## src/hw/rtl/jtl_pkg.sv

```systemverilog
package jtl_pkg;

  // Token length counter width
  localparam int LENGTH_BITS = 16;

  // Reset value of the token capacity register
  localparam logic [15:0] MAX_LEN_RESET = 16'd256;

  // Result queue sizing (an item can push two results)
  localparam int FIFO_DEPTH    = 4;
  localparam int FIFO_PTR_BITS = $clog2(FIFO_DEPTH);
  localparam int FIFO_CNT_BITS = $clog2(FIFO_DEPTH + 1);

  // Token kinds
  localparam logic [3:0] KIND_NONE     = 4'd0;
  localparam logic [3:0] KIND_LBRACE   = 4'd0;
  localparam logic [3:0] KIND_RBRACE   = 4'd1;
  localparam logic [3:0] KIND_LBRACKET = 4'd2;
  localparam logic [3:0] KIND_RBRACKET = 4'd3;
  localparam logic [3:0] KIND_COLON    = 4'd4;
  localparam logic [3:0] KIND_COMMA    = 4'd5;
  localparam logic [3:0] KIND_STRING   = 4'd6;
  localparam logic [3:0] KIND_INT      = 4'd7;
  localparam logic [3:0] KIND_NUMBER   = 4'd8;
  localparam logic [3:0] KIND_TRUE     = 4'd9;
  localparam logic [3:0] KIND_FALSE    = 4'd10;
  localparam logic [3:0] KIND_NULL     = 4'd11;
  localparam logic [3:0] KIND_EOF      = 4'd12;
  localparam logic [3:0] KIND_INVALID  = 4'd13;
  localparam logic [3:0] KIND_TOOLONG  = 4'd14;

  // Escape results and other character codes
  localparam logic [7:0] CH_BS  = 8'd8;
  localparam logic [7:0] CH_FF  = 8'd12;
  localparam logic [7:0] CH_LF  = 8'd10;
  localparam logic [7:0] CH_CR  = 8'd13;
  localparam logic [7:0] CH_TAB = 8'd9;
  localparam logic [7:0] CH_DEL = 8'd127;
  localparam logic [7:0] CH_SPACE = 8'd32;

  // Lexer states, one-hot
  typedef enum logic [19:0] {
    ST_VALUE  = 20'b0000_0000_0000_0000_0001,
    ST_STRING = 20'b0000_0000_0000_0000_0010,
    ST_NUMBER = 20'b0000_0000_0000_0000_0100,
    ST_EXP    = 20'b0000_0000_0000_0000_1000,
    ST_EXP1   = 20'b0000_0000_0000_0001_0000,
    ST_ESCAPE = 20'b0000_0000_0000_0010_0000,
    ST_HEX1   = 20'b0000_0000_0000_0100_0000,
    ST_HEX2   = 20'b0000_0000_0000_1000_0000,
    ST_HEX3   = 20'b0000_0000_0001_0000_0000,
    ST_HEX4   = 20'b0000_0000_0010_0000_0000,
    ST_TRUE1  = 20'b0000_0000_0100_0000_0000,
    ST_TRUE2  = 20'b0000_0000_1000_0000_0000,
    ST_TRUE3  = 20'b0000_0001_0000_0000_0000,
    ST_FALSE1 = 20'b0000_0010_0000_0000_0000,
    ST_FALSE2 = 20'b0000_0100_0000_0000_0000,
    ST_FALSE3 = 20'b0000_1000_0000_0000_0000,
    ST_FALSE4 = 20'b0001_0000_0000_0000_0000,
    ST_NULL1  = 20'b0010_0000_0000_0000_0000,
    ST_NULL2  = 20'b0100_0000_0000_0000_0000,
    ST_NULL3  = 20'b1000_0000_0000_0000_0000
  } state_t;

  // One result as it sits in the output queue
  typedef struct packed {
    logic       is_token_end;
    logic [3:0] token_kind;
    logic [7:0] content_byte;
    logic       last_result;
  } result_t;

  function automatic logic is_digit(input logic [7:0] c);
    return (c >= "0") && (c <= "9");
  endfunction

  function automatic logic is_ws(input logic [7:0] c);
    return (c == CH_SPACE) || (c == CH_LF) || (c == CH_CR) || (c == CH_TAB);
  endfunction

  // Characters that close a number
  function automatic logic is_term(input logic [7:0] c);
    return (c == ",") || (c == "]") || (c == "}") || is_ws(c);
  endfunction

  function automatic logic is_hex(input logic [7:0] c);
    return is_digit(c) || ((c >= "a") && (c <= "f")) || ((c >= "A") && (c <= "F"));
  endfunction

  function automatic logic [3:0] hex_nibble(input logic [7:0] c);
    logic [7:0] v;
    if (is_digit(c)) begin
      v = c - "0";
    end else if ((c >= "a") && (c <= "f")) begin
      v = c - "a" + 8'd10;
    end else begin
      v = c - "A" + 8'd10;
    end
    return v[3:0];
  endfunction

  // Expected letter in each literal state
  function automatic logic [7:0] literal_char(input state_t s);
    logic [7:0] ch;
    case (s)
      ST_TRUE1:  ch = "r";
      ST_TRUE2:  ch = "u";
      ST_TRUE3:  ch = "e";
      ST_FALSE1: ch = "a";
      ST_FALSE2: ch = "l";
      ST_FALSE3: ch = "s";
      ST_FALSE4: ch = "e";
      ST_NULL1:  ch = "u";
      ST_NULL2:  ch = "l";
      ST_NULL3:  ch = "l";
      default:   ch = 8'd0;
    endcase
    return ch;
  endfunction

endpackage

```

## src/hw/rtl/json_token_lexer.sv

```systemverilog
// JSON token lexer.
// Input channel: one transfer per JSON byte (char_byte), or an end-of-stream
// mark (end_of_stream = 1, char_byte ignored), on char_valid / char_ready.
// Result channel: result_valid / result_ready. Each result is either a
// content byte of the current token (decoded string byte or number char)
// or a token end carrying token_kind. last_result marks the final result
// caused by one input byte; a byte may cause zero, one or two results.
// Configuration: cfg_write_en / cfg_write_data set max_token_len (reset 256);
// write it only while the lexer is idle.
// The results of a byte are registered in the result queue on its transfer.
// Throughput: one byte per cycle while char_ready is high. The state
// update for a byte is a single registered step; the rate is set by the
// 4-entry result queue, which drains one result per cycle while result_ready
// is high, so bytes that cause two results hold input once the queue fills.
// char_ready is high while the queue has room for two results; when the
// receiver stalls the queue fills and char_ready drops, nothing is lost.
// Reset (rst, synchronous) returns to the value state, clears the token,
// empties the queue and restores max_token_len to 256.
module json_token_lexer (
  input  logic       clk,
  input  logic       rst,
  input  logic       char_valid,
  output logic       char_ready,
  input  logic [7:0] char_byte,
  input  logic       end_of_stream,
  output logic       result_valid,
  input  logic       result_ready,
  output logic       is_token_end,
  output logic [3:0] token_kind,
  output logic [7:0] content_byte,
  output logic       last_result,
  input  logic       cfg_write_en,
  input  logic [15:0] cfg_write_data
);

  // Lexer state
  jtl_pkg::state_t                  state, state_next;
  logic                             fraction_seen, fraction_seen_next;
  logic [jtl_pkg::LENGTH_BITS-1:0]  token_length, token_length_next;
  logic [7:0]                       hex_low_byte, hex_low_byte_next;
  logic [15:0]                      max_token_len;

  // Result queue
  jtl_pkg::result_t                   fifo [jtl_pkg::FIFO_DEPTH];
  logic [jtl_pkg::FIFO_PTR_BITS-1:0]  wr_ptr, rd_ptr;
  logic [jtl_pkg::FIFO_CNT_BITS-1:0]  count;

  // Per-byte step
  logic             accept, pop;
  logic             a_valid, b_valid, c_valid;
  jtl_pkg::result_t a_res, b_res, c_res, r0, r1;
  logic [1:0]       push_n;
  logic             reproc, step_ended;
  logic [3:0]       num_kind;
  logic [3:0]       hex_nib;

  assign accept = char_valid && char_ready;
  assign pop    = result_valid && result_ready;

  assign char_ready   = count <= jtl_pkg::FIFO_CNT_BITS'(jtl_pkg::FIFO_DEPTH - 2);
  assign result_valid = count != '0;

  assign is_token_end = fifo[rd_ptr].is_token_end;
  assign token_kind   = fifo[rd_ptr].token_kind;
  assign content_byte = fifo[rd_ptr].content_byte;
  assign last_result  = fifo[rd_ptr].last_result;

  assign num_kind = ((state == jtl_pkg::ST_EXP1) || fraction_seen) ?
                    jtl_pkg::KIND_NUMBER : jtl_pkg::KIND_INT;
  assign hex_nib  = jtl_pkg::hex_nibble(char_byte);

  // Main step: first result (store or finish), then reprocessing of a
  // number terminator, then the too-long check
  always_comb begin
    state_next         = state;
    fraction_seen_next = fraction_seen;
    token_length_next  = token_length;
    hex_low_byte_next  = hex_low_byte;
    a_valid            = 1'b0;
    a_res              = '0;
    b_valid            = 1'b0;
    b_res              = '0;
    c_valid            = 1'b0;
    c_res              = '0;
    reproc             = 1'b0;
    step_ended         = 1'b0;

    if (end_of_stream) begin
      a_valid            = 1'b1;
      a_res.is_token_end = 1'b1;
      a_res.token_kind   = ((state == jtl_pkg::ST_NUMBER) || (state == jtl_pkg::ST_EXP1)) ?
                           num_kind : jtl_pkg::KIND_EOF;
      step_ended         = 1'b1;
    end else begin
      case (state)
        jtl_pkg::ST_VALUE: begin
          a_res.is_token_end = 1'b1;
          step_ended         = 1'b1;
          a_valid            = 1'b1;
          if (char_byte == "{") begin
            a_res.token_kind = jtl_pkg::KIND_LBRACE;
          end else if (char_byte == "}") begin
            a_res.token_kind = jtl_pkg::KIND_RBRACE;
          end else if (char_byte == "[") begin
            a_res.token_kind = jtl_pkg::KIND_LBRACKET;
          end else if (char_byte == "]") begin
            a_res.token_kind = jtl_pkg::KIND_RBRACKET;
          end else if (char_byte == ":") begin
            a_res.token_kind = jtl_pkg::KIND_COLON;
          end else if (char_byte == ",") begin
            a_res.token_kind = jtl_pkg::KIND_COMMA;
          end else if (char_byte == 8'd0) begin
            a_res.token_kind = jtl_pkg::KIND_EOF;
          end else if (!jtl_pkg::is_ws(char_byte) &&
                       ((char_byte < jtl_pkg::CH_SPACE) || (char_byte == jtl_pkg::CH_DEL))) begin
            a_res.token_kind = jtl_pkg::KIND_INVALID;
          end else begin
            // no token end: open a token or skip the byte
            a_valid            = 1'b0;
            step_ended         = 1'b0;
            a_res.is_token_end = 1'b0;
            if (char_byte == "\"") begin
              state_next = jtl_pkg::ST_STRING;
            end else if (char_byte == "t") begin
              state_next = jtl_pkg::ST_TRUE1;
            end else if (char_byte == "f") begin
              state_next = jtl_pkg::ST_FALSE1;
            end else if (char_byte == "n") begin
              state_next = jtl_pkg::ST_NULL1;
            end else if (jtl_pkg::is_digit(char_byte) || (char_byte == "-")) begin
              a_valid            = 1'b1;
              a_res.content_byte = char_byte;
              state_next         = jtl_pkg::ST_NUMBER;
            end
          end
        end
        jtl_pkg::ST_STRING: begin
          a_valid = 1'b1;
          if (char_byte == "\"") begin
            a_res.is_token_end = 1'b1;
            a_res.token_kind   = jtl_pkg::KIND_STRING;
            step_ended         = 1'b1;
          end else if (char_byte == "\\") begin
            a_valid    = 1'b0;
            state_next = jtl_pkg::ST_ESCAPE;
          end else begin
            a_res.content_byte = char_byte;
          end
        end
        jtl_pkg::ST_ESCAPE: begin
          a_valid    = 1'b1;
          state_next = jtl_pkg::ST_STRING;
          if ((char_byte == "\"") || (char_byte == "\\") || (char_byte == "/")) begin
            a_res.content_byte = char_byte;
          end else if (char_byte == "b") begin
            a_res.content_byte = jtl_pkg::CH_BS;
          end else if (char_byte == "f") begin
            a_res.content_byte = jtl_pkg::CH_FF;
          end else if (char_byte == "n") begin
            a_res.content_byte = jtl_pkg::CH_LF;
          end else if (char_byte == "r") begin
            a_res.content_byte = jtl_pkg::CH_CR;
          end else if (char_byte == "t") begin
            a_res.content_byte = jtl_pkg::CH_TAB;
          end else if (char_byte == "u") begin
            a_valid    = 1'b0;
            state_next = jtl_pkg::ST_HEX1;
          end else begin
            a_res.is_token_end = 1'b1;
            a_res.token_kind   = jtl_pkg::KIND_INVALID;
            step_ended         = 1'b1;
          end
        end
        jtl_pkg::ST_HEX1, jtl_pkg::ST_HEX2, jtl_pkg::ST_HEX3, jtl_pkg::ST_HEX4: begin
          if (!jtl_pkg::is_hex(char_byte)) begin
            a_valid            = 1'b1;
            a_res.is_token_end = 1'b1;
            a_res.token_kind   = jtl_pkg::KIND_INVALID;
            step_ended         = 1'b1;
          end else begin
            hex_low_byte_next = {hex_low_byte[3:0], hex_nib};
            if (state == jtl_pkg::ST_HEX4) begin
              a_valid            = 1'b1;
              a_res.content_byte = {hex_low_byte[3:0], hex_nib};
              state_next         = jtl_pkg::ST_STRING;
            end else if (state == jtl_pkg::ST_HEX1) begin
              state_next = jtl_pkg::ST_HEX2;
            end else if (state == jtl_pkg::ST_HEX2) begin
              state_next = jtl_pkg::ST_HEX3;
            end else begin
              state_next = jtl_pkg::ST_HEX4;
            end
          end
        end
        jtl_pkg::ST_NUMBER, jtl_pkg::ST_EXP1: begin
          a_valid = 1'b1;
          if (jtl_pkg::is_term(char_byte)) begin
            // number ends; terminator goes back through the value state
            a_res.is_token_end = 1'b1;
            a_res.token_kind   = num_kind;
            reproc             = 1'b1;
          end else if (jtl_pkg::is_digit(char_byte)) begin
            a_res.content_byte = char_byte;
          end else if ((state == jtl_pkg::ST_NUMBER) &&
                       ((char_byte == "e") || (char_byte == "E"))) begin
            a_res.content_byte = char_byte;
            state_next         = jtl_pkg::ST_EXP;
          end else if ((state == jtl_pkg::ST_NUMBER) && (char_byte == ".") &&
                       !fraction_seen) begin
            a_res.content_byte = char_byte;
            fraction_seen_next = 1'b1;
          end else begin
            a_res.is_token_end = 1'b1;
            a_res.token_kind   = jtl_pkg::KIND_INVALID;
            step_ended         = 1'b1;
          end
        end
        jtl_pkg::ST_EXP: begin
          a_valid = 1'b1;
          if ((char_byte == "-") || (char_byte == "+")) begin
            a_res.content_byte = char_byte;
          end else if (jtl_pkg::is_digit(char_byte)) begin
            a_res.content_byte = char_byte;
            state_next         = jtl_pkg::ST_EXP1;
          end else begin
            a_res.is_token_end = 1'b1;
            a_res.token_kind   = jtl_pkg::KIND_INVALID;
            step_ended         = 1'b1;
          end
        end
        default: begin
          // literal letters of true, false, null
          if (char_byte != jtl_pkg::literal_char(state)) begin
            a_valid            = 1'b1;
            a_res.is_token_end = 1'b1;
            a_res.token_kind   = jtl_pkg::KIND_INVALID;
            step_ended         = 1'b1;
          end else if (state == jtl_pkg::ST_TRUE3) begin
            a_valid            = 1'b1;
            a_res.is_token_end = 1'b1;
            a_res.token_kind   = jtl_pkg::KIND_TRUE;
            step_ended         = 1'b1;
          end else if (state == jtl_pkg::ST_FALSE4) begin
            a_valid            = 1'b1;
            a_res.is_token_end = 1'b1;
            a_res.token_kind   = jtl_pkg::KIND_FALSE;
            step_ended         = 1'b1;
          end else if (state == jtl_pkg::ST_NULL3) begin
            a_valid            = 1'b1;
            a_res.is_token_end = 1'b1;
            a_res.token_kind   = jtl_pkg::KIND_NULL;
            step_ended         = 1'b1;
          end else begin
            state_next = jtl_pkg::state_t'({state[18:0], 1'b0});
          end
        end
      endcase
    end

    // Apply the first result to the token
    if (a_valid && a_res.is_token_end) begin
      state_next         = jtl_pkg::ST_VALUE;
      fraction_seen_next = 1'b0;
      token_length_next  = '0;
    end else if (a_valid) begin
      token_length_next = token_length + jtl_pkg::LENGTH_BITS'(1);
    end

    // Terminator of a number: only , ] } end a token in the value state
    if (reproc) begin
      if (!jtl_pkg::is_ws(char_byte)) begin
        b_valid            = 1'b1;
        b_res.is_token_end = 1'b1;
        step_ended         = 1'b1;
        if (char_byte == ",") begin
          b_res.token_kind = jtl_pkg::KIND_COMMA;
        end else if (char_byte == "]") begin
          b_res.token_kind = jtl_pkg::KIND_RBRACKET;
        end else begin
          b_res.token_kind = jtl_pkg::KIND_RBRACE;
        end
      end
    end

    // Capacity check after a step that did not end a token
    if (!step_ended && (max_token_len != '0) &&
        (32'(token_length_next) >= 32'(max_token_len) - 32'd1)) begin
      c_valid            = 1'b1;
      c_res.is_token_end = 1'b1;
      c_res.token_kind   = jtl_pkg::KIND_TOOLONG;
      state_next         = jtl_pkg::ST_VALUE;
      fraction_seen_next = 1'b0;
      token_length_next  = '0;
    end
  end

  // Order the results: the step's own result first, then B or C
  always_comb begin
    r0     = '0;
    r1     = '0;
    push_n = 2'd0;
    if (a_valid) begin
      r0 = a_res;
      if (b_valid) begin
        r1     = b_res;
        push_n = 2'd2;
      end else if (c_valid) begin
        r1     = c_res;
        push_n = 2'd2;
      end else begin
        push_n = 2'd1;
      end
    end else if (c_valid) begin
      r0     = c_res;
      push_n = 2'd1;
    end
    if (push_n == 2'd2) begin
      r1.last_result = 1'b1;
    end else begin
      r0.last_result = 1'b1;
    end
  end

  // Lexer and config registers
  always_ff @(posedge clk) begin
    if (rst) begin
      state         <= jtl_pkg::ST_VALUE;
      fraction_seen <= 1'b0;
      token_length  <= '0;
      hex_low_byte  <= '0;
      max_token_len <= jtl_pkg::MAX_LEN_RESET;
    end else begin
      if (accept) begin
        state         <= state_next;
        fraction_seen <= fraction_seen_next;
        token_length  <= token_length_next;
        hex_low_byte  <= hex_low_byte_next;
      end
      if (cfg_write_en) begin
        max_token_len <= cfg_write_data;
      end
    end
  end

  // Result queue payload
  always_ff @(posedge clk) begin
    if (accept && (push_n != 2'd0)) begin
      fifo[wr_ptr] <= r0;
      if (push_n == 2'd2) begin
        fifo[wr_ptr + jtl_pkg::FIFO_PTR_BITS'(1)] <= r1;
      end
    end
  end

  // Result queue pointers and fill count
  always_ff @(posedge clk) begin
    if (rst) begin
      wr_ptr <= '0;
      rd_ptr <= '0;
      count  <= '0;
    end else begin
      if (accept) begin
        wr_ptr <= wr_ptr + jtl_pkg::FIFO_PTR_BITS'(push_n);
      end
      if (pop) begin
        rd_ptr <= rd_ptr + jtl_pkg::FIFO_PTR_BITS'(1);
      end
      count <= count + (accept ? jtl_pkg::FIFO_CNT_BITS'(push_n) : '0)
                     - jtl_pkg::FIFO_CNT_BITS'(pop);
    end
  end

`ifndef SYNTHESIS
  // Queue never overfills
  assert property (@(posedge clk) disable iff (rst)
    count <= jtl_pkg::FIFO_CNT_BITS'(jtl_pkg::FIFO_DEPTH))
    else $error("result queue overflow");

  // Token ends carry no content byte
  assert property (@(posedge clk) disable iff (rst)
    result_valid && is_token_end |-> content_byte == 8'd0)
    else $error("token end with content byte");

  // Content results carry no kind
  assert property (@(posedge clk) disable iff (rst)
    result_valid && !is_token_end |-> token_kind == jtl_pkg::KIND_NONE)
    else $error("content result with kind");

  // End of stream always leaves an empty token in the value state
  assert property (@(posedge clk) disable iff (rst)
    accept && end_of_stream |=> state == jtl_pkg::ST_VALUE && token_length == '0)
    else $error("token not closed at end of stream");
`endif

endmodule
```

## config.mk

```make
export PLATFORM = sky130hd
export DESIGN_NAME = json_token_lexer
export DESIGN_NICKNAME = d
export VERILOG_FILES = /design/src/hw/rtl/jtl_pkg.sv /design/src/hw/rtl/json_token_lexer.sv
export SDC_FILE = /design/constraint.sdc
export NUM_CORES = 1
export LEC_CHECK = 0
export BUFFER_PORTS_ARGS = -buffer_cell sky130_fd_sc_hd__buf_2
export CAP_MARGIN = 0
export CORE_ASPECT_RATIO = 0.7
export CORE_MARGIN = 2
export CORE_UTILIZATION = 40
export DETAILED_ROUTE_END_ITERATION = 8
export PLACE_DENSITY_LB_ADDON = 0.08
export SYNTH_ARGS = -nofsm -noshare
export SYNTH_HDL_FRONTEND = slang
export SYNTH_SLANG_ARGS = --single-unit
```

## constraint.sdc

```tcl
create_clock -name clk -period 5.6 [get_ports clk]
set_input_delay 0.84 -clock clk [delete_from_list [all_inputs] [get_ports clk]]
set_output_delay 0.84 -clock clk [all_outputs]
set_load 0.01 [all_outputs]
```

After elaboration in Yosys (flattened, before gate mapping) --
Memories as Yosys holds them, arrays and structs flattened. A register that Yosys moved wholly into a read port is not among the register bits. Index checks and enable logic that the tools add are counted.
Storage, ports and cells: bits in writable memories 56, output and inout port bits 16, memories kept 1, input bits 30, register bits 64
Memories:
- fifo | depth 4, bits a word 14, read ports 1, clocked after memory_dff 1, wr ports 2, RTL line json_token_lexer.sv:44 | jtl_pkg::result_t fifo [jtl_pkg::FIFO_DEPTH];
Cells by class: magnitude comparators 9, reductions and logical operators 48, equal/unequal tests 72, bitwise logic cells 1, mux-type cells 202, add/sub/neg operators 12
Operators with widths (count):
- $mux W20 | 30
- $mux W8 | 27
- $pmux W20 S6 | 1
- $mux W5 | 23
- $eq A8 B7 Y1 const B | 14
- $mux W1 | 76
- $mux W4 | 17
- $eq A8 B6 Y1 const B | 8
- $ne A4 B4 Y1 const B | 16
- $mux W14 | 4
- $mux W7 | 7
- $mux W16 | 3
- $pmux W8 S6 | 1
- $pmux W7 S6 | 1
- $ne A9 B1 Y1 const B | 4
- $ge A16 B32 Y1 | 1
- $pmux W5 S6 | 1
- $eq A8 B4 Y1 const B | 3
- $reduce_and A23 Y1 | 1
- $eq A20 B1 Y1 const B | 1
- $eq A20 B10 Y1 const B | 1
- $eq A20 B11 Y1 const B | 1
- $eq A20 B12 Y1 const B | 1
- $eq A20 B13 Y1 const B | 1
- other kinds (52) | 101

Logic depth before layout (Yosys ltp) --
depth in word-level cells 30, gate-level depth with buffers 32, gate-level depth less buffers 29

Least setup slack after synthesis --
No wires, ideal clock.
kind input port to flip-flop, start point in char_byte[7], end point reg count[2] (netlist name), stages 29, arrival 5804 ps, slack -331 ps, library setup time 128 ps, buffers on the path 4, cell sequence clkbuf_1 > nor4b_4 > nand3_1 > a41oi_1 > a21oi_1 > nor4b_2 > and2_1 > buf_6 > buf_2 > a21oi_1 > xnor2_1 > nor2_1 > ha_1 > a211oi_1 > o21ai_0 > a31oi_1 > o21ai_0 > a21oi_1 > nor3_1 > buf_2 > a21o_1 > nor2_1 > nand2_1 > ha_1 > inv_1 > ha_1 > fa_1 > xnor2_1 > nor2_1
Between the ends: word-level cells in the longest chain between the ends 29, elaborated cells on any way between the ends 146, classes of those cells 2 x add/sub; 8 x order compare; 26 x eq/ne; 83 x mux; 27 x reduce/logical
RTL lines:
- from (decl) | RTL line json_token_lexer.sv:24 | input logic [7:0] char_byte,
- $ge A8 B6 Y1 or $le A8 B6 Y1 (tied branches) | RTL line jtl_pkg.sv:74 | return (c >= "0") && (c <= "9");
- $logic_and A1 B1 Y1 | RTL line jtl_pkg.sv:74
- $logic_or A1 B1 Y1 | RTL line json_token_lexer.sv:130 | end else if (jtl_pkg::is_digit(char_byte) || (char_byte == "-")) begin
- $mux W1 | RTL line json_token_lexer.sv:130
- $mux W1 | RTL line json_token_lexer.sv:128 | end else if (char_byte == "n") begin
- $mux W1 | RTL line json_token_lexer.sv:126 | end else if (char_byte == "f") begin
- $mux W1 | RTL line json_token_lexer.sv:124 | end else if (char_byte == "t") begin
- $mux W1 | RTL line json_token_lexer.sv:122 | if (char_byte == "\"") begin
- (+13 left out)
- $logic_and A1 B1 Y1 | RTL line json_token_lexer.sv:286 | if (!step_ended && (max_token_len != '0) &&
- $mux W1 | RTL line json_token_lexer.sv:286
- $mux W2 | RTL line json_token_lexer.sv:307 | end else if (c_valid) begin
- $mux W2 | RTL line json_token_lexer.sv:304 | if (b_valid) begin
- $mux W2 * | RTL line json_token_lexer.sv:302 | if (a_valid) begin
- $mux W2 * | RTL line json_token_lexer.sv:368 | count <= count + (accept ? jtl_pkg::FIFO_CNT_BITS'(push_n) : '0)
- $add A3 B2 Y3 * | RTL line json_token_lexer.sv:368
- $sub A3 B1 Y3 * | RTL line json_token_lexer.sv:369 | - jtl_pkg::FIFO_CNT_BITS'(pop);
- to (signal assigned) | RTL line json_token_lexer.sv:368
- to (decl) | RTL line json_token_lexer.sv:46 | logic [jtl_pkg::FIFO_CNT_BITS-1:0] count;
Every way passes the cells marked *; elsewhere a longest branch is shown, timed or not. A chain may end at the register's enable or synchronous reset.

Worst setup path in the final report --
start point reg state[18], end point reg count[2] (netlist name)
Between the ends: word-level cells in the longest chain between the ends 21, elaborated cells on any way between the ends 77, classes of those cells 2 x add/sub; 1 x order compare; 21 x eq/ne; 40 x mux; 13 x reduce/logical
RTL lines:
- from (decl) | RTL line json_token_lexer.sv:37 | jtl_pkg::state_t state, state_next;
- from (signal assigned) | RTL line json_token_lexer.sv:327 | state <= jtl_pkg::ST_VALUE;
- from (signal assigned) | RTL line json_token_lexer.sv:334 | state <= state_next;
- branches (longest 17 deep; another with $ge A16 B32 Y1)
- $mux W2 * | RTL line json_token_lexer.sv:302
- $mux W2 * | RTL line json_token_lexer.sv:368
- $add A3 B2 Y3 * | RTL line json_token_lexer.sv:368
- $sub A3 B1 Y3 * | RTL line json_token_lexer.sv:369
Mark *: on every way between the ends. The select of a mux whose other input is x is not followed.

==> results.txt <==
Once detailed placement completed, the half-perimeter wirelength came to 21.7 mm. The floorplan die area is 22,900 um2. The number of buffers on the longest clock path came out at 2.

The overall via count from detail_route is 8,582. The slew at the pin closest to its max-slew limit came out at 0.979 ns. The max-cap check violation count came out at 0. 46 I/O pins were placed. Summing all placed instances gives a cell area of 10,400 um2. Synthesis instantiated 89 different standard cells from the library.

The number of CTS-inserted buffers is 17. For this run, design rule violations remaining after detail routing come to 0. The synthesis warning total is 0. The global-route wire length before repair came out at 45.4 mm. The share of synthesized area in the top cell type comes to 22.6%. Dividing the detail-routed via count by the number of cells gives 5.71. The final max-slew violation count came out at 0. The number of iterations in the first detailed-routing pass is 6. The aggregate global-route resource usage is 25.1%. The worst path arrival time is 5.99 ns. The final count of hold timing violations is 0. The final reports fail on setup timing. The areal power density over the cells is 288 nW/um2. The sequential area share after synthesis is 31.0%. The net count of the finished layout is 1,269. The cell accounting for the most synthesized area is dfxtp_1.

The core region area came out at 21,500 um2. Counting every net in the synthesized netlist gives 1,092. The H-tree was split into 4 levels. The worst stage delay on the critical path came out at 0.57 ns. The part of the cycle the worst path needs came out at 102%. The share of synthesized registers carrying an async set or reset came out at 0%. In the final layout, the share of cells above drive strength 1 is 28.9%. In this run the static leakage power is 4.51 nW. The detail-routed net length per standard cell came out at 18.9 um. The clock transition time at the flip-flop clock pins of the worst setup and hold paths came out at 0.05 ns. The maximum net fanout on the critical path came out at 6. The average footprint of a synthesized cell is 8.40 um2. The final standard cell count with taps included and fillers excluded came out at 1,504. The post-synthesis instance area came out at 8670 um2. The routed wire length came out at 28.4 mm.

The number of DRC violations after detailed-routing iteration 0 is 812. The post-route worst setup slack came out at -0.113 ns. Global routing finished with a remaining overflow of 0. The final worst clock skew is 0.00890 ns. The flop and latch count out of synthesis is 122. The floorplan step set the die width to 180 um. For this design, the CTS-stage hold fixing added 0 buffers. The effective utilization at floorplan came out at 40.4%. TritonCTS built the clock tree.

Yosys mapped a number of flops with a built-in enable equal to 24. The initial antenna violation count was 0. The post-placement cell count came out at 1,463. The insertion delay of the later-clocked pin in the worst-skew pair is 0.42 ns.

The number of routed nets with antenna violations came out at 0. Setup repair after global routing could not meet its margin everywhere. The largest individual stage delay along the critical path comes from the cell or4_4. The number of sinks driven by the clock tree is 122. The highest clock frequency the design can meet came out at 175 MHz.

The tree is rooted in a clkbuf_16. The setup violation total in the final timing report came out at 2. Measured along the y axis, the die boundary spans 127 um. The number of port buffers is 45. The post-route standard cell area excluding fillers is 11,300 um2. The worst pin sits at a relative slew slack of 34.6%. Entering global routing, the biggest net connects 56 pins. The type of element capturing the critical path is a register. For this run, the leading register cell type out of synthesis is dfxtp_1. The category of the worst setup path launch point is a register.

VDD sags by at most 0.000266 V. The final period demand of the worst path came out at 5.71 ns. The number of standard cells after synthesis came out at 1,032. The run finished, with violations left. Row generation in the floorplan step produced 45 rows. The path class of the tightest hold or removal check is register to register. Sorting the synthesized cells by area gives the leading types as dfxtp_1, edfxtp_1, mux2i_1, nor2_1, ha_1. The final weighted congestion in routability-driven placement came out at 1.00. The area growth from synthesis to final layout is 29.8%. The data required time of the worst path came out at 5.88 ns.

By startpoint and endpoint, the worst setup path is classified as register to register. The via count of the first global-routing pass came out at 8,084. The total negative setup slack is -0.225 ns.
-- kinds of logic after synthesis --
kind of cell	after synthesis	share of synthesized area, %
XOR/XNOR	41	4.14
AND/OR/NAND/NOR	426	25.9
buffers and inverters	92	4.85
AO/OA/AOI/OAI	253	19.9
adder cells (fa/ha/maj)	30	4.42
flip-flops	122	31.0
multiplexers	68	9.89
-- final cells by class --
cell class | count | area (um2)
Multi-Input combinational cell | 818 | 5830
Clock buffer | 20 | 468
Antenna cell | 1 | 2.50
Inverter | 26 | 97.6
Sequential cell | 122 | 2680
Tap cell | 282 | 353
Clock inverter | 11 | 121
Timing Repair Buffer | 224 | 1690
Fill cell | 2033 | 10200
-- where the power goes --
| group | switching, W | internal (W) |
|---|---|---|
| sequential | 0.0000659 | 0.000951 |
| clock | 0.000407 | 0.000688 |
| combinational | 0.000630 | 0.000496 |
-- per-layer routing --
layer,vias to the layer above,routed length [um],share of wire [%],GRT usage (%)
li1,4188,-,-,-
met1,4065,14900,52,39.5
met2,303,11100,39,34.0
met3,26,2100,7.4,6.07
met4,0,348,1.2,5.40
met5,-,0,0,0
-- Yosys cell counts (16+ instances only) --
| master | count |
|---|---|
| a31oi_1 | 18 |
| xnor2_1 | 32 |
| nor2_1 | 122 |
| clkbuf_1 | 39 |
| nor4_1 | 16 |
| o21ai_0 | 56 |
| mux2i_1 | 53 |
| inv_1 | 26 |
| dfxtp_1 | 98 |
| nand2_1 | 90 |
| nor3_1 | 31 |
| and3_1 | 18 |
| edfxtp_1 | 24 |
| nand2b_1 | 18 |
| nand3_1 | 26 |
| a21oi_1 | 47 |
| ha_1 | 29 |
| o211ai_1 | 16 |
-- state kept, by name, indices dropped and copies added (netlist names), 2 cells and up, named ones only --
register       flops
state             20
fifo              56
hex_low_byte       4
wr_ptr             2
max_token_len     16
rd_ptr             2
count              3
token_length      16
-- critical path, delay by kind of cell, from the launching register on --
kind | cells | cell delay [ns]
buffers and inverters | 4 | 0.43
XOR/XNOR | 2 | 0.30
adder cells (fa/ha/maj) | 4 | 1.16
AND/OR/NAND/NOR | 11 | 2.14
AO/OA/AOI/OAI | 7 | 1.22
flip-flops | 1 | 0.31
-- stage by stage --
stage	total power, W	utilization, %	hold WS (ns)	worst slack (ns)
floorplan	0.00168	-	0.429	-0.0213
global placement	0.00205	48.3	0.442	-0.431
detailed placement	0.00205	48.3	0.460	-0.540
CTS	0.00317	51.4	0.465	0.0169
global route	0.00339	52.4	0.475	-0.369
finish	0.00324	52.5	0.461	-0.113
-- cell usage in the layout, fill, tap and decap left out, drive strengths merged, types with 9 or more instances in the layout --
cell and count:
buf 223, nor2 124, dfxtp 98, nand2 91, o21ai 72, mux2i 53
a21oi 50, xnor2 32, nor3 32, ha 29, inv 26, nand3 26
edfxtp 24, clkbuf 21, nor4 20, nand2b 18, and3 18, a31oi 18
o211ai 16, nand4 15, and2 15, mux4 14, o22ai 14, nor2b 13
a21o 10, xor2 9, a211oi 9
-- final timing paths --
path / start / to / slack, ns / cells after the start
setup / recovery: state[18]$_SDFFE_PP0P_ / count[2]$_SDFF_PP0_ / -0.11 / 28
hold / removal: fifo[0][6]$_SDFFE_PP0P_ / fifo[0][6]$_SDFFE_PP0P_ / 0.46 / 2
setup reg to reg: state[18]$_SDFFE_PP0P_ / count[2]$_SDFF_PP0_ / -0.11 / 28
hold reg to reg: fifo[0][6]$_SDFFE_PP0P_ / fifo[0][6]$_SDFFE_PP0P_ / 0.46 / 2
-- timing repair --
action / in CTS / in global routing
cloned: 0 / 1
endpoints found under the hold margin: 0 / 0
gates resized for setup: 17 / 33
buffers inserted: 0 / 8
endpoints found under the setup margin: 4 / 19
pin swaps: 6 / 35
No activity file was read; power rests on OpenSTA's default activity.
